==> src/rtl/tcw_pkg.sv <==
// tcw_pkg: shared constants, codes and types of the text console writer.
// Used by every module under rtl/ except tcw_ram; depends on nothing.

package tcw_pkg;

	localparam int COLUMNS = 80;
	localparam int ROWS    = 25;
	localparam int CELLS   = COLUMNS * ROWS;

	localparam int ADDR_W = $clog2(CELLS);
	localparam int POS_W  = $clog2(CELLS + 1);
	localparam int COL_W  = $clog2(COLUMNS + 1);
	localparam int ROW_W  = $clog2(ROWS);

	localparam int CURSOR_W  = 11;
	localparam int CELL_W    = 16;
	localparam int CHAR_W    = 8;
	localparam int RADDR_W   = 11;
	localparam int KIND_W    = 2;
	localparam int COLOR_W   = 4;
	localparam int ATTR_W    = 2 * COLOR_W;
	localparam int CFG_IDX_W = 1;

	localparam int S_TDATA_W = 24;
	localparam int S_PAD_W   = S_TDATA_W - CHAR_W - RADDR_W;
	localparam int M_TDATA_W = 32;
	localparam int M_PAD_W   = M_TDATA_W - CURSOR_W - CELL_W;

	localparam int QUEUE_DEPTH = 4;
	localparam int QPTR_W      = $clog2(QUEUE_DEPTH);

	localparam logic [CHAR_W-1:0]  NEWLINE_CODE = 8'h0A;
	localparam logic [CHAR_W-1:0]  SPACE_CODE   = 8'h20;
	localparam logic [CHAR_W-1:0]  NUL_CODE     = 8'h00;
	localparam logic [ATTR_W-1:0]  BLANK_ATTR   = 8'h07;
	localparam logic [CELL_W-1:0]  BLANK_CELL   = {BLANK_ATTR, SPACE_CODE};
	localparam logic [COLOR_W-1:0] FG_RESET     = 4'h7;
	localparam logic [COLOR_W-1:0] BG_RESET     = 4'h0;

	typedef enum logic [KIND_W-1:0] {
		KIND_WRITE  = 2'd0,
		KIND_FINISH = 2'd1,
		KIND_READ   = 2'd2,
		KIND_CLEAR  = 2'd3
	} kind_t;

	typedef enum logic [CFG_IDX_W-1:0] {
		REG_FOREGROUND = 1'b0,
		REG_BACKGROUND = 1'b1
	} cfg_reg_t;

	typedef struct packed {
		logic                clear;
		logic                scroll;
		logic                write;
		logic                read;
		logic                read_ok;
		logic [ADDR_W-1:0]   addr;
		logic [CELL_W-1:0]   cell_word;
		logic [CURSOR_W-1:0] pos;
	} cmd_t;

	typedef struct packed {
		logic              we;
		logic [ADDR_W-1:0] waddr;
		logic [CELL_W-1:0] wdata;
		logic              re;
		logic [ADDR_W-1:0] raddr;
	} ram_req_t;

	typedef struct packed {
		logic init_busy;
	} back_status_t;

endpackage

==> src/rtl/tcw_queue.sv <==
// tcw_queue: short command FIFO between front and back end.
// Depends on tcw_pkg.

module tcw_queue import tcw_pkg::*; (
	input  logic clk,
	input  logic arst_n,
	input  logic push,
	input  cmd_t push_cmd,
	output logic full,
	output logic head_valid,
	output cmd_t head,
	input  logic pop
);

	cmd_t              mem_q [QUEUE_DEPTH];
	logic [QPTR_W-1:0] wr_ptr_q;
	logic [QPTR_W-1:0] rd_ptr_q;
	logic [QPTR_W:0]   count_q;

	assign full       = (count_q == (QPTR_W + 1)'(QUEUE_DEPTH));
	assign head_valid = (count_q != '0);
	assign head       = mem_q[rd_ptr_q];

	always_ff @(posedge clk) begin
		if (push) begin
			mem_q[wr_ptr_q] <= push_cmd;
		end
	end

	always_ff @(posedge clk or negedge arst_n) begin
		if (!arst_n) begin
			wr_ptr_q <= '0;
			rd_ptr_q <= '0;
			count_q  <= '0;
		end else begin
			if (push) begin
				wr_ptr_q <= wr_ptr_q + QPTR_W'(1);
			end
			if (pop) begin
				rd_ptr_q <= rd_ptr_q + QPTR_W'(1);
			end
			if (push && !pop) begin
				count_q <= count_q + (QPTR_W + 1)'(1);
			end else if (pop && !push) begin
				count_q <= count_q - (QPTR_W + 1)'(1);
			end
		end
	end

endmodule

==> config.mk <==
export PLATFORM = sky130hd
export DESIGN_NAME = tcw_queue
export DESIGN_NICKNAME = d
export VERILOG_FILES = /design/src/rtl/tcw_pkg.sv /design/src/rtl/tcw_queue.sv
export SDC_FILE = /design/constraint.sdc
export NUM_CORES = 1
export LEC_CHECK = 0
export BUFFER_PORTS_ARGS = -buffer_cell sky130_fd_sc_hd__buf_4
export CELL_PAD_IN_SITES_DETAIL_PLACEMENT = 1
export CELL_PAD_IN_SITES_GLOBAL_PLACEMENT = 1
export CORE_ASPECT_RATIO = 1.4
export CORE_MARGIN = 2
export CORE_UTILIZATION = 45
export CTS_CLUSTER_DIAMETER = 40
export DETAILED_ROUTE_END_ITERATION = 12
export MAX_ROUTING_LAYER = met4
export PLACE_DENSITY_LB_ADDON = 0.1
export SKIP_CTS_REPAIR_TIMING = 1
export SLEW_MARGIN = 20
export SYNTH_ARGS = -nofsm -noshare
export SYNTH_HDL_FRONTEND = slang
export SYNTH_SLANG_ARGS = --single-unit
==> constraint.sdc <==
create_clock -name clk -period 3.8 [get_ports clk]
set_clock_uncertainty 0.2 [all_clocks]
set_input_delay 0.19 -clock clk [delete_from_list [all_inputs] [get_ports clk]]
set_output_delay 0.19 -clock clk [all_outputs]
set_load 0.005 [all_outputs]
# Word level (Yosys, flattened, before mapping)
# Memory sizes are Yosys's and may differ from the RTL's.
# Index checks and enable logic that the tools add are counted.
totals:
  reg_bits: 7
  ramBits: 172
  input_bits: 47
  out_inout_bits: 45
  memories: 1
classes:
  addsub: 4
  n_eq_ne: 1
  mux: 4
  n_reduce_logical: 6
memory_table:
  columns: ["memory", "words", "word_bits", "rd", "rd_ports_with_merged_regs", "write_ports", "line", "source"]
  rows:
  - ["mem_q", 4, 43, 1, 0, 1, "tcw_queue.sv:15", "cmd_t mem_q [QUEUE_DEPTH];"]
op_table:
  columns: ["op", "n"]
  rows:
  - ["two-way mux 3 bit", 2]
  - ["adder 2 x 1 -> 2 bit, second input constant", 2]
  - ["adder 3 x 1 -> 3 bit, second input constant", 1]
  - ["== test 3 bit, second input constant", 1]
  - ["nonzero test 3 bit", 1]
  - ["subtractor 3 x 1 -> 3 bit, second input constant", 1]
  - ["logical AND 1 bit", 2]
  - ["zero test 1 bit", 2]
  - ["two-way mux 1 bit", 2]
  - ["nonzero test 2 bit", 1]

# Depth between registers and ports, before layout
logic_depth:
  depth_word: 4
  depth_mapped: 7

# Worst setup path after synthesis
# No wires, ideal clock.
synth_path:
  path_kind: "register to register"
  from: "register wr_ptr_q[0]"
  to: "memory mem_q[2][0] (netlist bit), enable pin"
  setup_ps: 405
  arrival_ps: 1651
  required_ps: 3195
  slack_ps: 1545
  path_stages_with_launch: 4
  period_less_slack_ps: 2255
  path_cell_list: "dfrtp_1 > inv_1 > ha_1 > and2_1"
synth_rtl:
  columns: ["item", "line", "source"]
  rows:
  - ["start: declaration", "tcw_queue.sv:16", "logic [QPTR_W-1:0] wr_ptr_q;"]
  - ["start signal: assignment", "tcw_queue.sv:37", "wr_ptr_q <= wr_ptr_q + QPTR_W'(1);"]
  - ["end: declaration", "tcw_queue.sv:15", null]
# Straight into the memory's write port.

==> impl_metrics.csv <==
group,metric,value,unit
worst_setup_path,cp-start-kind,"flop",
route,wirelength,12200,µm
cts,cts_tree,"yes",
grt,grt_pass1_wl,18400,µm
sta,tightest_slew,0.943,ns
route,dr_total_vias,3094,
worst_setup_path,slowest_delay,1.04,ns
synth,avgSynthCellArea,25.7,µm²
power_and_ir_drop,cellLeakagePower,0.00303,µW
route,drtIter0Drc,118,
die,ioPinCount,92,
die,rows,52,
cells_and_area,diodes,0,
worst_setup_path,critical_path.top_delay_family,"flip-flops",
synth,syn-cell-area,0.00666,mm²
route,routedWlPerCell,20.0,µm
placement,io_buffer_count,91,
synth,yosysSeqAreaShare,0.802,
cts,root_buffer,"clkbuf_16",
sta,relSlewSlack,0.371,
synth,synthCells,259,
synth,ys_warn_count,0,
worst_setup_path,crit_required,3.41,ns
route,vias_per_cell,5.06,
placement,dpl.cell_count,535,
grt,antenna_found_initial,0,
cells_and_area,area.growth.synth_to_final,29.1,%
cts,cts.sinks,179,
worst_setup_path,path_buf_inv,1,
die,coreArea,0.0144,mm²
grt,grt_max_degree,46,
run,maxCapViolCount,0,
die,die_area,0.0158,mm²
placement,dp_hpwl,7050,µm
sta,report.final.slew_viol_count,0,
route,drt_first_pass_iters,6,
cells_and_area,nNetsFinal,465,
sta,fmax,373,MHz
worst_setup_path,critPathMaxFanout,45,
synth,synth_edf_count,172,
sta,min_period_over_period,0.706,
worst_setup_path,crit_type,"flop to output pin",
cts,htreeDepth,4,
cts,clk_path_buf_depth,2,
route,final_antenna_net_count,0,
cells_and_area,drive_gt1_frac,0.402,
route,drc,0,
synth,synth.ff_latch_count,179,
die,fp.dieH,148,µm
grt,grt_overflow,0,
die,start_util,0.461,
worst_setup_path,end_kind,"output pin",
power_and_ir_drop,ir_drop,0.342,mV
grt,grt_use_total,0.166,
synth,synthFlopType,"edfxtp_1",
run_status,outcome,"finished, final reports clean",
worst_setup_path,crit_arrival,2.29,ns
cells_and_area,stdcell_count,612,
sta,post-route-min-period,2.68,ns
synth,synth_nets,312,
cts,clkSlewWorstSetupHoldPaths,0.06,ns
power_and_ir_drop,pwr_density_cell,728,mW/mm²
placement,gp_congestion,0.679,
worst_setup_path,worstPathCellList,"mux4_1, buf_4",
synth,synth_cell_types,19,
sta,setup_violations,0,
synth,async_flop_share,0.0391,
grt,first_global_vias,3273,
cts,cts_buffers,17,
sta,rsz0062_at_grt,"no",
worst_hold_path,worstHoldPathType,"flop to flop",
sta,hold_viol,0,
sta,tns,0,ns
cts,clkLatencyLatePin,0.41,ns
worst_setup_path,cpMaxStageDelayCell,"dfrtp_4",
die,fp.dieW,107,µm
-- Yosys cell counts, drive strengths merged (2+ instances only) --
master | number | area share
mux4 | 43 | 0.15
inv | 4 | 0.0023
and2 | 4 | 0.0038
edfxtp | 172 | 0.78
xnor2 | 2 | 0.0026
xor2 | 4 | 0.0053
buf | 10 | 0.017
ha | 5 | 0.0094
nand2 | 2 | 0.0011
dfrtp | 7 | 0.026
-- final cells by class --
cell class              instances  area, µm²
well taps                     189        236
repair buffers                144       1200
clock inverters                13        183
inverters                       4       15.0
flip-flops and latches        179       5350
fillers                      1262       5840
clock buffers                  17        425
multi-input cells              66       1190
-- final timing paths --
| path | slack [ns] | cells past startpoint | startpoint | to |
|---|---|---|---|---|
| setup / recovery | 1.12 | 2 | rd_ptr_q[0] | head[39] |
| hold / removal | 0.28 | 1 | count_q[2] | count_q[2] |
| setup reg to reg | 1.61 | 4 | wr_ptr_q[0] | mem_q[0][28] |
| hold reg to reg | 0.28 | 1 | count_q[2] | count_q[2] |
| max in group asynchronous | 2.57 | 3 | arst_n | rd_ptr_q[0] |
| min in group asynchronous | 0.55 | 3 | arst_n | wr_ptr_q[0] |
-- power by group --
| part | switching, µW | total, µW | internal, µW |
|---|---|---|---|
| combinational | 572 | 1530 | 958 |
| sequential | 346 | 2940 | 2590 |
| clock | 701 | 1800 | 1100 |
| total | 1620 | 6260 | 4640 |
-- through the flow --
stage | area [µm²] | setup WS [ns] | util | total power [µW] | hold WS, ns
finish | 8600 | 1.12 | 0.595 | 6260 | 0.281
floorplan | 6660 | 1.54 | - | 3790 | -0.306
global placement | 7520 | 1.48 | 0.521 | 4480 | -0.189
detailed placement | 7520 | 1.48 | 0.521 | 4520 | -0.188
global route | 8600 | 0.929 | 0.595 | 6560 | 0.302
CTS | 8130 | 1.01 | 0.563 | 6330 | -0.639
-- flip-flops by register name (all words and copies together), names as in the netlist --
signal and flops:
count_q 3, wr_ptr_q 2, mem_q 172, rd_ptr_q 2
-- worst reg2reg max path, cell delays in order, from the launching register on --
cell     delay [ns]
dfrtp_1        0.43
inv_1          0.10
ha_1           0.14
and2_2         0.70
buf_4          0.33
-- metal layers --
layer | wire [µm] | GRT usage | vias to the layer above | part of all wire
li1 | - | - | 1400 | -
met1 | 5280 | 0.204 | 1619 | 0.43
met2 | 6390 | 0.263 | 70 | 0.52
met3 | 444 | 0.0547 | 5 | 0.036
met4 | 94 | 0.0532 | 0 | 0.0077
met5 | 0 | - | - | 0
-- cell usage in the layout (no fill, tap or decap), drive strengths merged --
cell type / synthesis / layout
edfxtp: 172 / 172
buf: 10 / 97
dlygate4sd3: 0 / 47
mux4: 43 / 43
clkbuf: 0 / 17
inv: 4 / 8
dfrtp: 7 / 7
ha: 5 / 5
and2: 4 / 4
xor2: 4 / 4
bufinv: 0 / 4
clkinv: 0 / 3
xnor2: 2 / 2
nand2: 2 / 2
clkinvlp: 0 / 2
or3: 1 / 1
nor3b: 1 / 1
mux2: 1 / 1
o21ai: 1 / 1
nor2: 1 / 1
fa: 1 / 1
-- cells by family after synthesis --
family	count (synthesis)	share of synthesized area
AOI/OAI and AO/OA	1	0.000751
xor gates and xnor gates	6	0.00789
adders and majority gates	6	0.0124
buffers and inverters	14	0.0197
DFF	179	0.802
muxes	44	0.150
and+or+nand+nor	9	0.00751
Power figures use the tool's default switching activity.
