<file path="src/rtl/tcw_pkg.sv">
// tcw_pkg: shared constants, codes and types of the text console writer.
// Used by every module under rtl/ except tcw_ram; depends on nothing.

package tcw_pkg;

	localparam int COLUMNS = 80;
	localparam int ROWS    = 25;
	localparam int CELLS   = COLUMNS * ROWS;

	localparam int ADDR_W = $clog2(CELLS);
	localparam int POS_W  = $clog2(CELLS + 1);
	localparam int COL_W  = $clog2(COLUMNS + 1);
	localparam int ROW_W  = $clog2(ROWS);

	localparam int CURSOR_W  = 11;
	localparam int CELL_W    = 16;
	localparam int CHAR_W    = 8;
	localparam int RADDR_W   = 11;
	localparam int KIND_W    = 2;
	localparam int COLOR_W   = 4;
	localparam int ATTR_W    = 2 * COLOR_W;
	localparam int CFG_IDX_W = 1;

	localparam int S_TDATA_W = 24;
	localparam int S_PAD_W   = S_TDATA_W - CHAR_W - RADDR_W;
	localparam int M_TDATA_W = 32;
	localparam int M_PAD_W   = M_TDATA_W - CURSOR_W - CELL_W;

	localparam int QUEUE_DEPTH = 4;
	localparam int QPTR_W      = $clog2(QUEUE_DEPTH);

	localparam logic [CHAR_W-1:0]  NEWLINE_CODE = 8'h0A;
	localparam logic [CHAR_W-1:0]  SPACE_CODE   = 8'h20;
	localparam logic [CHAR_W-1:0]  NUL_CODE     = 8'h00;
	localparam logic [ATTR_W-1:0]  BLANK_ATTR   = 8'h07;
	localparam logic [CELL_W-1:0]  BLANK_CELL   = {BLANK_ATTR, SPACE_CODE};
	localparam logic [COLOR_W-1:0] FG_RESET     = 4'h7;
	localparam logic [COLOR_W-1:0] BG_RESET     = 4'h0;

	typedef enum logic [KIND_W-1:0] {
		KIND_WRITE  = 2'd0,
		KIND_FINISH = 2'd1,
		KIND_READ   = 2'd2,
		KIND_CLEAR  = 2'd3
	} kind_t;

	typedef enum logic [CFG_IDX_W-1:0] {
		REG_FOREGROUND = 1'b0,
		REG_BACKGROUND = 1'b1
	} cfg_reg_t;

	typedef struct packed {
		logic                clear;
		logic                scroll;
		logic                write;
		logic                read;
		logic                read_ok;
		logic [ADDR_W-1:0]   addr;
		logic [CELL_W-1:0]   cell_word;
		logic [CURSOR_W-1:0] pos;
	} cmd_t;

	typedef struct packed {
		logic              we;
		logic [ADDR_W-1:0] waddr;
		logic [CELL_W-1:0] wdata;
		logic              re;
		logic [ADDR_W-1:0] raddr;
	} ram_req_t;

	typedef struct packed {
		logic init_busy;
	} back_status_t;

endpackage

</file>
<file path="src/rtl/tcw_back.sv">
// tcw_back: carries out store commands (write, read, scroll copy, fill)
// on the cell RAM and holds the result register. Depends on tcw_pkg.

module tcw_back import tcw_pkg::*; (
	input  logic                  clk,
	input  logic                  arst_n,
	input  logic                  head_valid,
	input  cmd_t                  head,
	output logic                  pop,
	input  logic [ATTR_W-1:0]     attr,
	output ram_req_t              ram,
	input  logic [CELL_W-1:0]     rdata,
	output back_status_t          status,
	output logic                  out_valid,
	input  logic                  out_ready,
	output logic [CURSOR_W-1:0]   out_pos,
	output logic [CELL_W-1:0]     out_data
);

	typedef enum logic [6:0] {
		ST_FILL   = 7'b0000001,
		ST_IDLE   = 7'b0000010,
		ST_COPY   = 7'b0000100,
		ST_BOTTOM = 7'b0001000,
		ST_FINAL  = 7'b0010000,
		ST_READ   = 7'b0100000,
		ST_DONE   = 7'b1000000
	} state_t;

	localparam logic [ADDR_W-1:0] LAST_COPY = ADDR_W'(CELLS - COLUMNS);
	localparam logic [ADDR_W-1:0] LAST_CELL = ADDR_W'(CELLS - 1);

	state_t              state_q;
	cmd_t                cmd_q;
	logic [ADDR_W-1:0]   cnt_q;
	logic                init_q;
	logic                cp_wr_s1;
	logic [ADDR_W-1:0]   cp_addr_s1;
	logic                out_valid_q;
	logic [CURSOR_W-1:0] out_pos_q;
	logic [CELL_W-1:0]   out_data_q;

	logic                out_free;
	logic                load;
	logic [CURSOR_W-1:0] load_pos;
	logic [CELL_W-1:0]   load_data;

	assign out_free         = !out_valid_q || out_ready;
	assign out_valid        = out_valid_q;
	assign out_pos          = out_pos_q;
	assign out_data         = out_data_q;
	assign status.init_busy = init_q;

	always_comb begin
		ram       = '0;
		pop       = 1'b0;
		load      = 1'b0;
		load_pos  = cmd_q.pos;
		load_data = '0;
		unique case (state_q)
			ST_FILL: begin
				ram.we    = 1'b1;
				ram.waddr = cnt_q;
				ram.wdata = BLANK_CELL;
			end
			ST_IDLE: begin
				if (head_valid) begin
					pop = 1'b1;
					if (!head.clear && !head.scroll) begin
						if (head.read) begin
							ram.re    = 1'b1;
							ram.raddr = head.addr;
						end else begin
							ram.we    = head.write;
							ram.waddr = head.addr;
							ram.wdata = head.cell_word;
							load      = out_free;
							load_pos  = head.pos;
						end
					end
				end
			end
			ST_COPY: begin
				ram.we    = cp_wr_s1;
				ram.waddr = cp_addr_s1;
				ram.wdata = rdata;
				if (cnt_q != LAST_COPY) begin
					ram.re    = 1'b1;
					ram.raddr = cnt_q + ADDR_W'(COLUMNS);
				end
			end
			ST_BOTTOM: begin
				ram.we    = 1'b1;
				ram.waddr = cnt_q;
				ram.wdata = {attr, NUL_CODE};
			end
			ST_FINAL: begin
				ram.we    = cmd_q.write;
				ram.waddr = cmd_q.addr;
				ram.wdata = cmd_q.cell_word;
			end
			ST_READ: begin
				load      = out_free;
				load_data = cmd_q.read_ok ? rdata : '0;
			end
			ST_DONE: begin
				load = out_free;
			end
			default: ;
		endcase
	end

	always_ff @(posedge clk or negedge arst_n) begin
		if (!arst_n) begin
			state_q     <= ST_FILL;
			cnt_q       <= '0;
			init_q      <= 1'b1;
			cp_wr_s1    <= 1'b0;
			out_valid_q <= 1'b0;
		end else begin
			cp_wr_s1 <= 1'b0;
			if (load) begin
				out_valid_q <= 1'b1;
			end else if (out_ready) begin
				out_valid_q <= 1'b0;
			end
			unique case (state_q)
				ST_FILL: begin
					if (cnt_q == LAST_CELL) begin
						init_q  <= 1'b0;
						state_q <= init_q ? ST_IDLE : ST_DONE;
					end else begin
						cnt_q <= cnt_q + ADDR_W'(1);
					end
				end
				ST_IDLE: begin
					if (head_valid) begin
						cnt_q <= '0;
						if (head.clear) begin
							state_q <= ST_FILL;
						end else if (head.scroll) begin
							state_q <= ST_COPY;
						end else if (head.read) begin
							state_q <= ST_READ;
						end else if (!out_free) begin
							state_q <= ST_DONE;
						end
					end
				end
				ST_COPY: begin
					if (cnt_q == LAST_COPY) begin
						state_q <= ST_BOTTOM;
					end else begin
						cp_wr_s1 <= 1'b1;
						cnt_q    <= cnt_q + ADDR_W'(1);
					end
				end
				ST_BOTTOM: begin
					if (cnt_q == LAST_CELL) begin
						state_q <= ST_FINAL;
					end else begin
						cnt_q <= cnt_q + ADDR_W'(1);
					end
				end
				ST_FINAL: begin
					state_q <= ST_DONE;
				end
				ST_READ, ST_DONE: begin
					if (out_free) begin
						state_q <= ST_IDLE;
					end
				end
				default: begin
					state_q <= ST_IDLE;
				end
			endcase
		end
	end

	always_ff @(posedge clk) begin
		if (state_q == ST_IDLE && head_valid) begin
			cmd_q <= head;
		end
		if (state_q == ST_COPY) begin
			cp_addr_s1 <= cnt_q;
		end
		if (load) begin
			out_pos_q  <= load_pos;
			out_data_q <= load_data;
		end
	end

endmodule
</file>
<file path="config.mk">
export PLATFORM = sky130hd
export DESIGN_NAME = tcw_back
export DESIGN_NICKNAME = d
export VERILOG_FILES = /design/src/rtl/tcw_pkg.sv /design/src/rtl/tcw_back.sv
export SDC_FILE = /design/constraint.sdc
export NUM_CORES = 1
export LEC_CHECK = 0
export BUFFER_PORTS_ARGS = -buffer_cell sky130_fd_sc_hd__buf_2
export CORE_AREA = 3 3 75 147
export CTS_BUF_LIST = sky130_fd_sc_hd__clkbuf_2
export CTS_CLUSTER_SIZE = 12
export DETAILED_ROUTE_END_ITERATION = 10
export DIE_AREA = 0 0 78 150
export PLACE_DENSITY = 0.8
export RECOVER_POWER = 25
export SLEW_MARGIN = 20
export SYNTH_ARGS = -nofsm -noshare
export SYNTH_HDL_FRONTEND = slang
export SYNTH_SLANG_ARGS = --single-unit
</file>
<file path="constraint.sdc">
create_clock -name clk -period 3.4 [get_ports clk]
set_input_delay 0.51 -clock clk [delete_from_list [all_inputs] [get_ports clk]]
set_output_delay 0.51 -clock clk [all_outputs]
set_load 0.05 [all_outputs]
</file>
After elaboration in Yosys (flattened, before gate mapping):

Index checks and enable logic that the tools add are counted.

* add/subtract/negate cells: 2
* eq/ne operators: 18
* muxes and demuxes: 36
* reductions and logical operators: 14

Operators with widths (number)
* one-hot mux 28 bit (5 select lines): 1
* two-way mux 40 bit: 2
* two-way mux 11 bit: 7
* two-way mux 7 bit: 10
* one-hot mux 7 bit (6 select lines): 1
* one-hot mux 11 bit (3 select lines): 1
* two-way mux 28 bit: 1
* two-way mux 12 bit: 2
* one-hot mux 12 bit (2 select lines): 1
* equality test 11 bit, second input constant: 2
* inequality test 2 bit, second input constant: 6
* adder 11 x 1 -> 11 bit, second input constant: 1
* adder 11 x 7 -> 11 bit, second input constant: 1
* inequality test 11 bit, second input constant: 1
* two-way mux 1 bit: 9
* equality test 7 x 1 -> 1 bit, second input constant: 1
* equality test 7 x 2 -> 1 bit, second input constant: 1
* equality test 7 x 3 -> 1 bit, second input constant: 1
* equality test 7 x 4 -> 1 bit, second input constant: 1
* equality test 7 x 5 -> 1 bit, second input constant: 1
* equality test 7 x 6 -> 1 bit, second input constant: 1
* equality test 7 bit, second input constant: 1
* AND reduction 6 bit: 1
* inequality test 5 bit, second input constant: 1
* 10 further kinds: 15

* bits in registers: 99
* input bits: 71
* output and inout bits: 70
* word-level logic and storage cells: 83

Longest topological paths before layout:

* depth in word-level cells: 8
* depth in mapped cells: 8
* mapped depth without buffers: 7

Least setup slack after synthesis:

No wires, ideal clock.

* path type: register -> register
* start point: reg state_q[3]
* end point: reg out_data_q[0], in the netlist out_data[0], enable pin
* library setup time: 0.411 ns
* data arrival time: 3.073 ns
* data required time: 2.989 ns
* path slack: -0.083 ns
* stages on the path, launching flop included: 9
* buffers on the path: 3
* period minus slack after synthesis: 3.483 ns
* cells stage by stage: dfrtp_1 > clkbuf_1 > or4b_4 > nor4b_1 > and2_1 > clkbuf_1 > buf_2 > nor2_1 > nor2_1

* longest elaborated chain between the ends: 3
* elaborated cells on any way between the ends: 5
* those cells by class: eq/ne: 3; mux: 1; reduce/logical: 1

Ends and longest elaborated chain
* from (decl): line tcw_back.sv:33 `state_t state_q;`
* from (signal assigned): line tcw_back.sv:131 `state_q <= init_q ? ST_IDLE : ST_DONE;`
* equality test 7 x 6 -> 1 bit or equality test 7 bit (tied branches): line tcw_back.sv:60 `unique case (state_q)`
* OR reduction 2 bit (no source line)
* one-hot mux 1 bit (2 select lines) (*): line tcw_back.sv:60
* named net load: line tcw_back.sv:44 `logic load;`
* to (signal assigned): line tcw_back.sv:189 `out_data_q <= load_data;`
* to (decl): line tcw_back.sv:41 `logic [CELL_W-1:0] out_data_q;`

The timed path passes the listed nets; every way through them passes the cells marked *.
A chain may end at the register's enable or synchronous reset.

==> reports/metrics.yaml <==
synthesis:
  syn_area_um2: 4750
  yosys-top-cells-area: "edfxtp_1 (49%), dfrtp_1 (10%), nand2_1 (5.6%), a22oi_1 (3.3%), and3_1 (2.9%)"
  yosys_register_bits: 99
  yosys.area.top_type: "edfxtp_1"
  synth.most_common_cell: "edfxtp_1"
  yosys_warnings: 0
  yosysSeqAreaShare_pct: 60.5
  synth_edf_count: 78
  ys.flop_type: "edfxtp_1"
  synthArstFlopShare_pct: 21.2
  yosys.area.top_type_share_pct: 49.3
  synth_common_cells: "edfxtp_1 (78), nand2_1 (71), and3_1 (22), a22oi_1 (21)"
  synth_cells: 403
  syn-mean-instance-area_um2: 11.8
  synth_nets: 478
  synth_cell_types: 56
floorplanning:
  ios: 141
  core_um2: 10100
  core.rowCount: 52
  fp.dieW_um: 78
  dieArea_um2: 11700
  die_h_um: 150
  initial_core_util_pct: 46.8
critical_path:
  required_ns: 2.89
  worstPathMaxFanout: 16
  slowest_stage: "or4b_4"
  crit_buf_inv: 2
  path_common_cell: "nand2_1"
  cp_top_family: "simple AND/OR/NAND/NOR gates"
  cp-end-kind: "output port"
  crit_type: "reg2out"
  cp-start-kind: "flop"
  path_cells: "or4b_4 -> nor4b_4 -> and2_4 -> buf_4 -> nand2_1 -> nand2_1 -> buf_2"
  max_stage_delay_ns: 0.57
  cp.arrival_ns: 2.78
cts:
  cts_root_buffer: "clkbuf_2"
  cts_tree: "yes"
  cts_sinks: 99
  cts_buffer_depth: 2
  htreeDepth: 3
  clk-insertion-delay-late_ns: 0.61
  clk_pin_slew_worst_paths_ns: 0.29
  numCtsBuffers: 9
detailed_routing:
  dr.pass1.iters: 5
  initialDrtViolationCount: 303
  drtAntennaViolNets: 0
  wl_mm: 12.9
  vias: 3934
  wl_per_cell_um: 18.8
  vias_per_cell: 5.73
  drcViolationCount: 0
timing:
  setup_viol: 0
  fmax_mhz: 304
  fin_skew_ns: 0.0427
  finalCritPeriodShare_pct: 96.7
  worst_pin_slew_ns: 1.13
  slew_viol_final: 0
  relSlewSlack_pct: 24.6
  hold_viol_final: 0
  rsz0062_at_grt: "true"
  min_period_ns: 3.29
cells_and_area:
  finish.net_count: 619
  final_core_util_pct: 56.8
  syn_to_final_growth_pct: 21.3
  drive_above_1_share_pct: 31.5
  n_fill_cell: 887
  multi_input_area_um2: 1760
  regArea_um2: 2870
outcome:
  outcome: "finished clean"
power:
  leakagePower_nw: 2.50
  vdd_ir_drop_max_v: 0.000224
  p_total_mw: 3.83
  powerDensity_nw_per_um2: 665
global_route:
  grt_max_degree: 31
  grt_pass1_vias: 3819
  grtUsageTotal_pct: 22.1
  grt_pass1_wl_mm: 19.8
  grt_overflow: 0
  antenna_found_initial: 1
placement:
  place_hpwl_mm: 9.33
  port_buffers: 140
  globalplace.congestion: 0.894
worst_hold_path:
  hp-class: "in2reg"
run:
  max_cap_violations: 0
-- layout by cell type (no fill, tap or decap), types with 3 or more instances in the layout --
cell type	netlist	layout
a211o_1	3	3
a21o_1	3	3
a21oi_1	5	5
a221o_1	8	8
a221oi_1	3	3
a22o_1	4	4
a22oi_1	21	21
and3_1	22	22
buf_2	7	103
buf_4	1	18
clkbuf_1	16	31
clkbuf_2	0	10
dfrtp_1	19	16
dfrtp_2	0	3
edfxtp_1	78	78
ha_1	4	4
inv_1	10	10
inv_6	0	4
mux2_2	10	10
nand2_1	71	70
nand3_1	19	19
nor2_1	15	14
nor3_1	6	6
nor4_1	6	6
o21ai_0	14	14
or3_1	3	3
xnor2_1	4	4
xor2_1	4	4
-- stage by stage --
step                      cells  cell area (um^2)  hold slack [ns]  worst slack, ns  TNS (ns)
after floorplan             403              4750            0.214            0.324         0
after global placement      661              5590            0.469            0.520         0
after detailed placement    661              5590            0.479            0.276         0
after CTS                   683              5760           0.0218          0.00232         0
after global routing        685              5760          0.00879         -0.00515  -0.00515
final                       686              5760           0.0525            0.112         0
-- logic make-up (layout without fill, tap and decap cells) --
family	count (synthesis)	count (layout)	share of synthesized area, %
other	0	2	0
AND/OR/NAND/NOR	168	168	18.7
XOR/XNOR	8	8	1.48
adder cells (fa/ha/maj)	4	4	1.05
flip-flops	99	99	60.5
multiplexers	14	14	3.27
buffers and inverters	37	183	3.35
AO/OA/AOI/OAI	73	73	11.7
-- flip-flops by register name, summed over array words and instances, names as in the netlist --
name,flops
cp_wr_s1,1
status,1
cmd_q,40
out_pos,11
cp_addr_s1,11
state_q,7
out_data,16
cnt_q,11
out_valid,1
-- layer usage --
layer	global-route usage (%)	share of wire, %
met5	0	0
met4	9.89	1.7
met3	2.77	5.7
met2	41.3	57
met1	24.5	35
-- worst paths after layout --
kind	start	end	slack (ns)	depth (start not counted)
max	state_q[3]	ram[24]	0.11	7
min	head[5]	cmd_q[5]	0.05	1
max reg2reg	state_q[3]	cmd_q[1]	0.83	4
min reg2reg	status	status	0.51	1
max in group asynchronous	arst_n	state_q[3]	2.00	2
min in group asynchronous	arst_n	cnt_q[1]	0.62	2
-- final cells by class --
cell class                 count  share of cell area (%)
tap                          135                    2.93
timing repair buffer         157                    14.3
antenna                        2                  0.0869
inverter                      10                   0.652
multi-input combinational    267                    30.5
clock inverter                 6                   0.804
clock buffer                  10                   0.869
sequential                    99                    49.9
-- power breakdown --
group          switching, mW  total, mW  internal (mW)
clock                  0.411      0.519          0.108
combinational           1.12       1.58          0.452
sequential             0.125       1.74           1.61
total                   1.66       3.83           2.17
-- what timing repair did --
item	4_1_cts	5_1_grt
hold buffers	1	0
gates resized for setup	12	7
hold endpoints to repair	19	0
pin swaps	1	1
endpoints found under the setup margin	40	40
buffers inserted	5	1
Power figures use the tool's default switching activity.
