`src/rtl/tcw_pkg.sv`:
```
// tcw_pkg: shared constants, codes and types of the text console writer.
// Used by every module under rtl/ except tcw_ram; depends on nothing.

package tcw_pkg;

	localparam int COLUMNS = 80;
	localparam int ROWS    = 25;
	localparam int CELLS   = COLUMNS * ROWS;

	localparam int ADDR_W = $clog2(CELLS);
	localparam int POS_W  = $clog2(CELLS + 1);
	localparam int COL_W  = $clog2(COLUMNS + 1);
	localparam int ROW_W  = $clog2(ROWS);

	localparam int CURSOR_W  = 11;
	localparam int CELL_W    = 16;
	localparam int CHAR_W    = 8;
	localparam int RADDR_W   = 11;
	localparam int KIND_W    = 2;
	localparam int COLOR_W   = 4;
	localparam int ATTR_W    = 2 * COLOR_W;
	localparam int CFG_IDX_W = 1;

	localparam int S_TDATA_W = 24;
	localparam int S_PAD_W   = S_TDATA_W - CHAR_W - RADDR_W;
	localparam int M_TDATA_W = 32;
	localparam int M_PAD_W   = M_TDATA_W - CURSOR_W - CELL_W;

	localparam int QUEUE_DEPTH = 4;
	localparam int QPTR_W      = $clog2(QUEUE_DEPTH);

	localparam logic [CHAR_W-1:0]  NEWLINE_CODE = 8'h0A;
	localparam logic [CHAR_W-1:0]  SPACE_CODE   = 8'h20;
	localparam logic [CHAR_W-1:0]  NUL_CODE     = 8'h00;
	localparam logic [ATTR_W-1:0]  BLANK_ATTR   = 8'h07;
	localparam logic [CELL_W-1:0]  BLANK_CELL   = {BLANK_ATTR, SPACE_CODE};
	localparam logic [COLOR_W-1:0] FG_RESET     = 4'h7;
	localparam logic [COLOR_W-1:0] BG_RESET     = 4'h0;

	typedef enum logic [KIND_W-1:0] {
		KIND_WRITE  = 2'd0,
		KIND_FINISH = 2'd1,
		KIND_READ   = 2'd2,
		KIND_CLEAR  = 2'd3
	} kind_t;

	typedef enum logic [CFG_IDX_W-1:0] {
		REG_FOREGROUND = 1'b0,
		REG_BACKGROUND = 1'b1
	} cfg_reg_t;

	typedef struct packed {
		logic                clear;
		logic                scroll;
		logic                write;
		logic                read;
		logic                read_ok;
		logic [ADDR_W-1:0]   addr;
		logic [CELL_W-1:0]   cell_word;
		logic [CURSOR_W-1:0] pos;
	} cmd_t;

	typedef struct packed {
		logic              we;
		logic [ADDR_W-1:0] waddr;
		logic [CELL_W-1:0] wdata;
		logic              re;
		logic [ADDR_W-1:0] raddr;
	} ram_req_t;

	typedef struct packed {
		logic init_busy;
	} back_status_t;

endpackage

```
`src/rtl/tcw_front.sv`:
```
// tcw_front: accepts requests, tracks the cursor and turns each request
// into a store command for the back end. Depends on tcw_pkg.

module tcw_front import tcw_pkg::*; (
	input  logic                clk,
	input  logic                arst_n,
	input  logic                in_valid,
	output logic                in_ready,
	input  logic [KIND_W-1:0]   in_kind,
	input  logic [CHAR_W-1:0]   in_char,
	input  logic [RADDR_W-1:0]  in_raddr,
	input  logic [ATTR_W-1:0]   attr,
	input  logic                room,
	output logic                push,
	output cmd_t                cmd
);

	logic [COL_W-1:0]  col_q;
	logic [ROW_W-1:0]  row_q;
	logic [ADDR_W-1:0] base_q;

	logic [COL_W-1:0]  col_n;
	logic [ROW_W-1:0]  row_n;
	logic [ADDR_W-1:0] base_n;
	logic              bottom;
	logic              do_nl;
	logic              do_write;

	assign in_ready = room;
	assign push     = in_valid && room;
	assign bottom   = (row_q == ROW_W'(ROWS - 1));

	always_comb begin
		do_nl    = 1'b0;
		do_write = 1'b0;
		col_n    = col_q;
		row_n    = row_q;
		base_n   = base_q;
		cmd      = '0;
		unique case (kind_t'(in_kind))
			KIND_WRITE: begin
				if (in_char == NEWLINE_CODE) begin
					do_nl = 1'b1;
				end else begin
					do_nl    = (col_q == COL_W'(COLUMNS));
					do_write = 1'b1;
				end
			end
			KIND_FINISH: begin
				do_nl = (col_q != '0);
			end
			KIND_READ: begin
				cmd.read    = 1'b1;
				cmd.read_ok = (32'(in_raddr) < 32'(CELLS));
				cmd.addr    = ADDR_W'(in_raddr);
			end
			KIND_CLEAR: begin
				cmd.clear = 1'b1;
				col_n     = '0;
				row_n     = '0;
				base_n    = '0;
			end
			default: ;
		endcase
		if (do_nl) begin
			col_n      = '0;
			cmd.scroll = bottom;
			if (!bottom) begin
				row_n  = row_q + ROW_W'(1);
				base_n = base_q + ADDR_W'(COLUMNS);
			end
		end
		if (do_write) begin
			cmd.write     = 1'b1;
			cmd.addr      = base_n + ADDR_W'(col_n);
			cmd.cell_word = {attr, in_char};
			col_n         = col_n + COL_W'(1);
		end
		cmd.pos = CURSOR_W'(POS_W'(base_n) + POS_W'(col_n));
	end

	always_ff @(posedge clk or negedge arst_n) begin
		if (!arst_n) begin
			col_q  <= '0;
			row_q  <= '0;
			base_q <= '0;
		end else if (push) begin
			col_q  <= col_n;
			row_q  <= row_n;
			base_q <= base_n;
		end
	end

endmodule

```
`config.mk`:
```
export PLATFORM = sky130hd
export DESIGN_NAME = tcw_front
export DESIGN_NICKNAME = d
export VERILOG_FILES = /design/src/rtl/tcw_pkg.sv /design/src/rtl/tcw_front.sv
export SDC_FILE = /design/constraint.sdc
export NUM_CORES = 1
export LEC_CHECK = 0
export BUFFER_PORTS_ARGS = -buffer_cell sky130_fd_sc_hd__clkbuf_2
export CAP_MARGIN = 15
export CORE_ASPECT_RATIO = 2
export CORE_MARGIN = 5
export CORE_UTILIZATION = 40
export DETAILED_ROUTE_END_ITERATION = 12
export PLACE_DENSITY = 0.65
export REMOVE_ABC_BUFFERS = 1
export SKIP_CTS_REPAIR_TIMING = 1
export SYNTH_ARGS = -nofsm -noshare
export SYNTH_HDL_FRONTEND = slang
export SYNTH_SLANG_ARGS = --single-unit
```
`constraint.sdc`:
```
create_clock -name clk -period 4.95 [get_ports clk]
set_input_delay 0.495 -clock clk [delete_from_list [all_inputs] [get_ports clk]]
set_output_delay 0.495 -clock clk [all_outputs]
set_load 0.02 [all_outputs]
```
# Word level (Yosys, flattened, before mapping)
# Index checks and enable logic that the tools add are counted.
# totals
reg_bits	23
inputBits	33
output_inout_bits	45
word_cells	36
# op_classes
addsub	5
order_cmp	1
eq_ne	6
mux	18
reduce_logical	3
# op_table
op	count
$mux 11	3
$mux 27	1
$add 11x7->11	2
$mux 7	3
$mux 5	3
$mux 13	1
$add 11x7->11 const B	1
$lt 11x11->1 const B	1
$eq 8x4->1 const B	1
$add 7x1->7 const B	1
$eq 7x7->1 const B	1
$reduce_bool 7->1	1
$mux 1	6
$add 5x1->5 const B	1
$eq 5x5->1 const B	1
$eq 2x2->1 const B	2
$eq 2x1->1 const B	1
$logic_not 2->1	1
$pmux 1 s2	1
$logic_and 1x1->1	1

# Depth between registers and ports, before layout
# Gate-level depths: netlist of the first run.
# logic_depth
depth_word	7
mapped_depth	18
ltp_nobuf	16

# Least setup slack after synthesis of the first run
# Ideal clock, no wire load.
# synth_path
kind	input port to output port
startpoint	input in_char[2]
endpoint	output cmd[8] (netlist name)
arrival_time_ns	3.977
t_required_ns	4.455
setup_slack_ns	0.478
stages	16
path_buffers	2
cell_sequence	and4bb_2 a211o_1 o211a_1 buf_2 nand2b_1 clkbuf_1 and3_1 ha_1 mux2_2 fa_1 a21o_1 a21oi_1 o21ai_0 a21oi_1 a311oi_1 xor2_1
# synth_rtl
item	line	source
start: declaration	tcw_front.sv:10	input logic [CHAR_W-1:0] in_char,
end: declaration	tcw_front.sv:15	output cmd_t cmd

==> impl_metrics.yaml, run 1 <==
synth:
  ys_top_cells_by_count: "43 x nand2_1, 25 x and2_1, 23 x dfrtp_1"
  syn_area_per_cell_um2: 8.06
  synth_most_common_cell: "nand2_1"
  yosysTopAreaCell: "dfrtp_1"
  syn_inst: 306
  yosysSeqAreaShare_pct: 23.3
  ys.flop_type: "dfrtp_1"
  synth-seq-cells: 23
  async_flop_share_pct: 100
  syn-cell-area_um2: 2470
  synth_edf_count: 0
  synthTopCellsByArea: "dfrtp_1 23%, ha_1 9.1%, nand2_1 6.5%, and2_1 6.3%, xnor2_1 4.3%"
  synth.distinct_cells: 59
  yosysWarnings: 0
  synth_top_area_share_pct: 23.3
finish:
  register_area_um2: 576
  fin_area_um2: 2990
  nets: 431
  drive_gt1_share_pct: 28.4
  multi_input_area_um2: 1790
  syn2layout_area_growth_pct: 21.1
  layoutNonFillerInstCount: 440
  fin_util_pct: 49.7
  fillCellCount: 593
  antennaDiodeCount: 0
worst_setup_path:
  critical_path.max_fanout: 6
  required_ns: 4.45
  path_delay_family: "simple AND/OR/NAND/NOR gates"
  critPathLaunchType: "flop"
  critPathArrivalTime_ns: 4.22
  slowest_stage: "fa_1"
  worst-path-buf-inv: 1
  path_cells: "nor4_2 > and3b_1 > o211a_1 > nand2b_1 > and3_1 > ha_1 > mux2_2 > fa_1 > a21o_1 > a21oi_2 > o21ai_0 > a21oi_1 > a311oi_2 > nand3_1 > xnor2_1 > clkbuf_2"
  endpoint_kind: "output pin"
  crit_type: "reg -> out"
  critPathMaxStageDelay_ns: 0.46
sta:
  relSlewSlack_pct: 55.7
  finalCritPeriodShare_pct: 95.3
  period_minus_slack_ns: 4.72
  setup_viol: 0
  rsz0062_at_grt: "yes"
  tightest_slew_ns: 0.663
  fmax_mhz: 212
  finalMaxSlewViolations: 0
  hold_ws_ns: 0.228
  hold_viol_final: 0
  clock_skew_ns: 0.00382
flow_run:
  cap_violations: 0
die:
  ios: 78
  fp-row-count: 40
  start_util_pct: 41.1
  dieWidth_um: 65.5
  core_area_um2: 6010
  fp.dieH_um: 121
  die_area_um2: 7930
power_and_ir_drop:
  ir_drop_v: 0.000197
  clkPwrFrac_pct: 27.2
  p_seq_share_pct: 34.3
  switching_share_pct: 38.1
  p_sw_mw: 0.256
  p_leak_nw: 1.54
  comb_power_share_pct: 38.5
  p_int_mw: 0.415
  power.density_nw_per_um2: 225
global_routing:
  grt_max_degree: 24
  antenna_found_initial: 0
  grt_pass1_wl_um: 11400
  grt_pass1_vias: 2475
  grt_usage_pct: 18.3
  overflow: 0
hold_path:
  hp-class: "in -> async"
route:
  avgViaCountPerCell: 5.69
  firstDrtPassIters: 4
  totalWireLength_um: 6970
  wl_per_cell_um: 15.8
  drt_iter0_markers: 102
  drtAntennaViolNets: 0
  vias: 2504
  drc_errors: 0
clock_network:
  cts_tree: "done"
  clk_latency_ns: 0.27
  clk_pin_slew_worst_paths_ns: 0.06
  cts.sinks: 23
  numCtsBuffers: 3
  htreeDepth: 1
  clockBufferDepth: 2
  cts_root_buffer: "clkbuf_16"
placement:
  port_buffers: 77
  gp_congestion: 0.943
  place_hpwl_um: 5760
  post-place-cells: 436
  dpl_cell_area_um2: 2900
status:
  status: "complete, no violations"
## area by class of cell
| type | count | area share (%) |
|---|---|---|
| multi-input cells | 258 | 60.0 |
| flip-flops and latches | 23 | 19.3 |
| repair buffers | 82 | 14.2 |
| well taps | 63 | 2.64 |
| clock buffers | 3 | 2.51 |
| inverters | 10 | 1.26 |
| clock inverters | 1 | 0.168 |
## layout by cell type (no fill, tap or decap), types with 3 or more instances in the layout
cell type,instances
clkbuf_2,77
nand2_1,43
and2_1,25
dfrtp_1,23
o21ai_0,19
ha_1,18
nor2_1,16
a21oi_1,13
xnor2_1,12
inv_1,10
and3_1,9
nand4_1,8
nand3_1,8
xor2_1,7
o31ai_1,7
a21o_1,6
a22o_1,5
mux2_2,5
buf_4,5
nor4_1,3
or2_2,3
mux2i_1,3
o21a_1,3
o21bai_1,3
a32o_1,3
clkbuf_16,3
## cells by family after synthesis
kind of cell	Yosys count	share of synthesized area, %
simple gates	130	27.8
compound gates	79	21.9
buf+inv	25	4.46
flops	23	23.3
fa+ha+maj	20	10.8
xor+xnor	19	6.75
mux	10	4.97
## power by group through the flow
stage	Clock [mW]	Sequential (mW)	Combinational, mW
after detailed placement	0	0.233	0.259
after floorplan	0	0.227	0.178
after global placement	0	0.233	0.257
after CTS	0.187	0.230	0.261
after global routing	0.194	0.234	0.284
final	0.182	0.230	0.258
## through the flow
| step | TNS [ns] | worst slack [ns] | power [mW] |
|---|---|---|---|
| after floorplan | 0 | 0.477 | 0.404 |
| after global placement | 0 | 0.398 | 0.489 |
| final | 0 | 0.234 | 0.671 |
| after CTS | 0 | 0.202 | 0.677 |
| after global routing | -0.0145 | -0.0145 | 0.712 |
| after detailed placement | 0 | 0.244 | 0.492 |
## final timing paths
check / from / endpoint / slack [ns] / cells past startpoint
worst max-delay path: col_q[2] / cmd[10] / 0.23 / 16
worst min-delay path: arst_n / base_q[1] / 0.23 / 1
worst max register to register: col_q[2] / col_q[6] / 2.35 / 10
worst min register to register: base_q[1] / base_q[1] / 0.48 / 1
max in group asynchronous: arst_n / base_q[5] / 4.32 / 1
min in group clk: base_q[1] / base_q[1] / 0.48 / 1
## sequential cells by signal, indices dropped and copies added (netlist names)
name	flops
base_q	11
col_q	7
row_q	5
## metal layers
| layer | vias to the layer above | GRT usage, % | wire length (µm) |
|---|---|---|---|
| li1 | 1246 | - | - |
| met3 | 17 | 2.97 | 426 |
| met5 | - | 0 | 0 |
| met4 | 0 | 10.0 | 265 |
| met2 | 91 | 33.7 | 3670 |
| met1 | 1150 | 19.0 | 2610 |
Note: power is estimated with default switching activity, not from simulation.
==> run 2, diff against run 1 <==
- REMOVE_ABC_BUFFERS: 1 -> not set
==> run 2 against run 1 <==
- cell count decreased by 0.23%
- power down 0.22%
- worst hold slack improved by 0.011 ns
- highest routed layer unchanged
==> impl_metrics.yaml, run 2 (synthesized netlist as in run 1, its figures left out) <==
power_and_ir_drop:
  power.density_nw_per_um2: 225
  p_leak_nw: 1.53
  ir_drop_v: 0.000123
die:
  core_area_um2: 6010
  fp.dieH_um: 121
  dieWidth_um: 65.5
  die_area_um2: 7930
  ios: 78
  start_util_pct: 41.1
  fp-row-count: 40
sta:
  fin_tns_setup_ns: 0
  period_minus_slack_ns: 4.56
  setup_viol: 0
  relSlewSlack_pct: 54.7
  hold_ws_ns: 0.238
  finalMaxSlewViolations: 0
  fmax_mhz: 219
  hold_viol_final: 0
  finalCritPeriodShare_pct: 92.0
  tightest_slew_ns: 0.677
  clock_skew_ns: 0.00655
  rsz0062_at_grt: "no"
worst_setup_path:
  ff2ff_setup_slack_ns: 2.48
  path_cells: "clkbuf_2 > and4bb_2 > a21o_1 > or2_2 > inv_1 > buf_4 > nand4_1 > xor2_1 > nor2_1 > ha_1 > inv_1 > o21ai_0 > a21oi_1 > a311oi_1 > nand3_1 > xnor2_1 > clkbuf_2"
  crit_type: "in -> out"
  critPathLaunchType: "input pin"
  worstSetupStartpoint: "in_char[2]"
  worstReg2RegEnd: "col_q[6]"
  critPathArrivalTime_ns: 4.06
  r2r_cells: 10
  critical_path.max_fanout: 20
  required_ns: 4.45
  endpoint_kind: "output pin"
  critPathMaxStageDelay_ns: 0.40
  reg2reg_from: "col_q[2]"
  slowest_stage: "or2_2"
finish:
  nets: 430
  reg.largest.list: "base_q: 11 flops, col_q: 7 flops, row_q: 5 flops"
  top_register: "base_q"
  antennaDiodeCount: 0
  drive_gt1_share_pct: 28.2
  syn2layout_area_growth_pct: 20.8
  largest_register_ffs: 11
  layout_commonest_cell: "clkbuf_2"
  mostFrequentLayoutCells: "77 x clkbuf_2, 43 x nand2_1, 25 x and2_1, 23 x dfrtp_1, 20 x o21ai_0"
  layoutNonFillerInstCount: 439
synth:
  synth_fp_nets: 359
route:
  wl_per_cell_um: 16.5
  totalWireLength_um: 7230
  firstDrtPassIters: 4
  avgViaCountPerCell: 5.72
  drtAntennaViolNets: 0
  vias: 2511
  drt_iter0_markers: 166
  drc_errors: 0
global_routing:
  gr-usage-met1_pct: 18.7
  grtUsageMet3_pct: 1.85
  grt_pass1_vias: 2517
  antenna_found_initial: 0
  grt_pass1_wl_um: 11700
  use_met2_pct: 37.5
  grt_max_degree: 24
  grt_usage_pct: 18.8
  overflow: 0
  top_usage_layer: "met2"
placement:
  gp_congestion: 0.892
  post-place-cells: 435
  place_hpwl_um: 5900
  port_buffers: 77
flow_run:
  cap_violations: 0
clock_network:
  htreeDepth: 1
  cts_root_buffer: "clkbuf_16"
  cts.sinks: 23
  numCtsBuffers: 3
  clockBufferDepth: 2
  clk_pin_slew_worst_paths_ns: 0.06
  clk_latency_ns: 0.26
  cts_tree: "done"
hold_path:
  hp-class: "in -> async"
status:
  status: "complete, no violations"
-- run 2: worst max path at each step --
| stage | endpoint | slack [ns] |
|---|---|---|
| 6_report | cmd[10] | 0.39 |
| 5_1_grt | cmd[10] | 0.06 |
| 4_1_cts | cmd[10] | 0.23 |
| 3_5_place_dp | cmd[10] | 0.25 |
| 3_3_place_gp | cmd[10] | 0.34 |
| 2_1_floorplan | cmd[8] | 0.48 |
-- run 2: cell type report --
type | count | area [µm²]
clock buffer | 3 | 75.1
clock inverter | 1 | 5.00
fill | 611 | 3030
inverter | 10 | 37.5
multi-input combinational | 258 | 1790
sequential | 23 | 576
tap | 63 | 78.8
timing repair buffer | 81 | 415
-- run 2: stage by stage --
step | area [µm²] | utilization [%] | setup slack, ns | power [mW]
floorplan | 2470 | - | 0.478 | 0.411
global placement | 2890 | 48.1 | 0.338 | 0.491
detailed placement | 2890 | 48.1 | 0.247 | 0.494
CTS | 2970 | 49.4 | 0.232 | 0.673
global route | 2980 | 49.6 | 0.0602 | 0.711
finish | 2980 | 49.6 | 0.394 | 0.669
-- run 2: where the power goes --
part           switching [mW]  leakage (nW)  internal, mW  total, mW
Clock                  0.0701        0.0409         0.109      0.179
Sequential             0.0256         0.316         0.205      0.230
Combinational           0.158          1.18         0.102      0.260
-- run 2: critical path, delay by kind of cell --
| kind | cells | cell delay [ns] |
|---|---|---|
| adders and majority gates | 1 | 0.33 |
| AOI/OAI and AO/OA | 4 | 0.86 |
| xor gates and xnor gates | 2 | 0.37 |
| and+or+nand+nor | 5 | 1.01 |
| buffers and inverters | 5 | 0.98 |
-- run 2: layer usage --
metal | vias to the layer above | wire length (µm)
li1 | 1249 | -
met1 | 1194 | 2520
met2 | 49 | 4240
met3 | 19 | 195
met4 | 0 | 282
met5 | - | 0
==> run 3, diff against run 2 <==
- RECOVER_POWER: not set -> 50
==> run 3 against run 2 <==
- sequential share of layout area grew 0.13 points
- count of clock-buffer cells in the layout unchanged
- cell count unchanged
- global-route usage stayed put
- non-clock buffer count did not move
- setup slack worse by 0.0052 ns
- sequential power hardly changed
- first-iteration DRC count down 0.60%
- maximum frequency decreased by 0.11%
- wire length rose by 0.17%
- clock skew about the same
- largest cell class unchanged
==> impl_metrics.yaml, run 3 (synthesized netlist as in run 1, its figures left out) <==
clock_network:
  clk_latency_ns: 0.26
  numCtsBuffers: 3
  cts_tree: "done"
  cts_root_buffer: "clkbuf_16"
  htreeDepth: 1
  clk_pin_slew_worst_paths_ns: 0.06
  clockBufferDepth: 2
  cts.sinks: 23
route:
  drtAntennaViolNets: 0
  drt_iter0_markers: 165
  firstDrtPassIters: 4
  wl_per_cell_um: 16.5
  vias: 2515
  avgViaCountPerCell: 5.73
  totalWireLength_um: 7250
  drc_errors: 0
finish:
  fin_util_pct: 49.3
  multi_input_area_um2: 1780
  mostFrequentLayoutCells: "71 x clkbuf_2, 43 x nand2_1, 24 x and2_1, 23 x dfrtp_1, 20 x o21ai_0"
  layout_commonest_cell: "clkbuf_2"
  fillCellCount: 620
  syn2layout_area_growth_pct: 19.9
  drive_gt1_share_pct: 25.5
  largest_register_ffs: 11
  reg.largest.list: "base_q: 11 flops, col_q: 7 flops, row_q: 5 flops"
  register_area_um2: 576
  nets: 430
  top_register: "base_q"
  antennaDiodeCount: 0
sta:
  relSlewSlack_pct: 12.4
  setup_viol: 0
  fmax_mhz: 219
  setup_slack_ns: 0.389
  fin_tns_setup_ns: 0
  hold_viol_final: 0
  hold_ws_ns: 0.478
  finalMaxSlewViolations: 0
  rsz0062_at_grt: "no"
  clock_skew_ns: 0.00655
  period_minus_slack_ns: 4.56
  finalCritPeriodShare_pct: 92.1
  tightest_slew_ns: 1.31
die:
  core_area_um2: 6010
  fp-row-count: 40
  dieWidth_um: 65.5
  die_area_um2: 7930
  start_util_pct: 41.1
  fp.dieH_um: 121
  ios: 78
placement:
  place_hpwl_um: 5900
  pre_cts_slack_ns: 0.247
  port_buffers: 77
  gp_congestion: 0.892
worst_setup_path:
  crit_type: "in -> out"
  critPathArrivalTime_ns: 4.07
  endpoint_kind: "output pin"
  critPathLaunchType: "input pin"
  critical_path.max_fanout: 20
  required_ns: 4.45
global_routing:
  antenna_found_initial: 0
  grt_max_degree: 24
  grt_pass1_wl_um: 11700
  overflow: 0
  grt_usage_pct: 18.8
  grt_pass1_vias: 2517
power_and_ir_drop:
  p_leak_nw: 1.51
  finalPower_mw: 0.669
  power.density_nw_per_um2: 226
  ir_drop_v: 0.000123
hold_path:
  hp-class: "reg -> reg"
flow_run:
  cap_violations: 0
status:
  status: "complete, no violations"
synth:
  synth_fp_nets: 359
-- run 3: changes by cell type in the layout (fill, tap and decap cells not counted) --
cell      delta
clkbuf_2     -6
clkbuf_1     +7
or4_1        +1
and2_0       +1
and2b_2      -1
buf_4        -1
and2_1       -1
or4_4        -1
mux2i_2      -1
mux2i_1      +1
and2b_1      +1
-- run 3: metal layers --
metal	routed length [µm]	track usage, %
met5	0	0
met2	4190	37.5
met4	333	8.05
met3	209	1.85
met1	2510	18.7
-- run 3: power by group --
group	internal, mW	total (mW)	switching, mW
registers	0.205	0.231	0.0258
clock network	0.109	0.179	0.0706
logic	0.101	0.259	0.158
total	0.414	0.669	0.254
-- run 3: path summary, 6_finish.rpt --
| check | cells after the start | slack, ns | startpoint | endpoint |
|---|---|---|---|---|
| min | 1 | 0.48 | base_q[2] | base_q[2] |
| min reg2reg | 1 | 0.48 | base_q[2] | base_q[2] |
| min in group asynchronous | 1 | 0.51 | arst_n | base_q[6] |
| max | 17 | 0.39 | in_char[2] | cmd[10] |
| max in group asynchronous | 1 | 3.66 | arst_n | col_q[5] |
| max reg2reg | 10 | 2.48 | col_q[2] | col_q[6] |
-- run 3: worst max-delay path, cell delays in order --
cell and delay, ns:
clkbuf_2 0.08, and4bb_2 0.25, a21o_1 0.21, or2_2 0.40, inv_1 0.37, buf_4 0.29, nand4_1 0.13, xor2_1 0.22
nor2_1 0.08, ha_1 0.34, inv_1 0.06, o21ai_0 0.21, a21oi_1 0.11, a311oi_1 0.33, nand3_1 0.15, xnor2_1 0.15
clkbuf_2 0.18
-- run 3: area by class of cell --
type,count,area share (%)
clock buffers,3,2.54
clock inverters,1,0.169
inverters,10,1.27
multi-input cells,258,60.2
flip-flops and latches,23,19.5
well taps,63,2.66
repair buffers,81,13.7
-- run 3: metrics by stage --
stage                     instances  cell area, µm²
after floorplan                 306            2470
after global placement          435            2890
after detailed placement        435            2890
after CTS                       439            2970
after global routing            439            2960
final                           439            2960
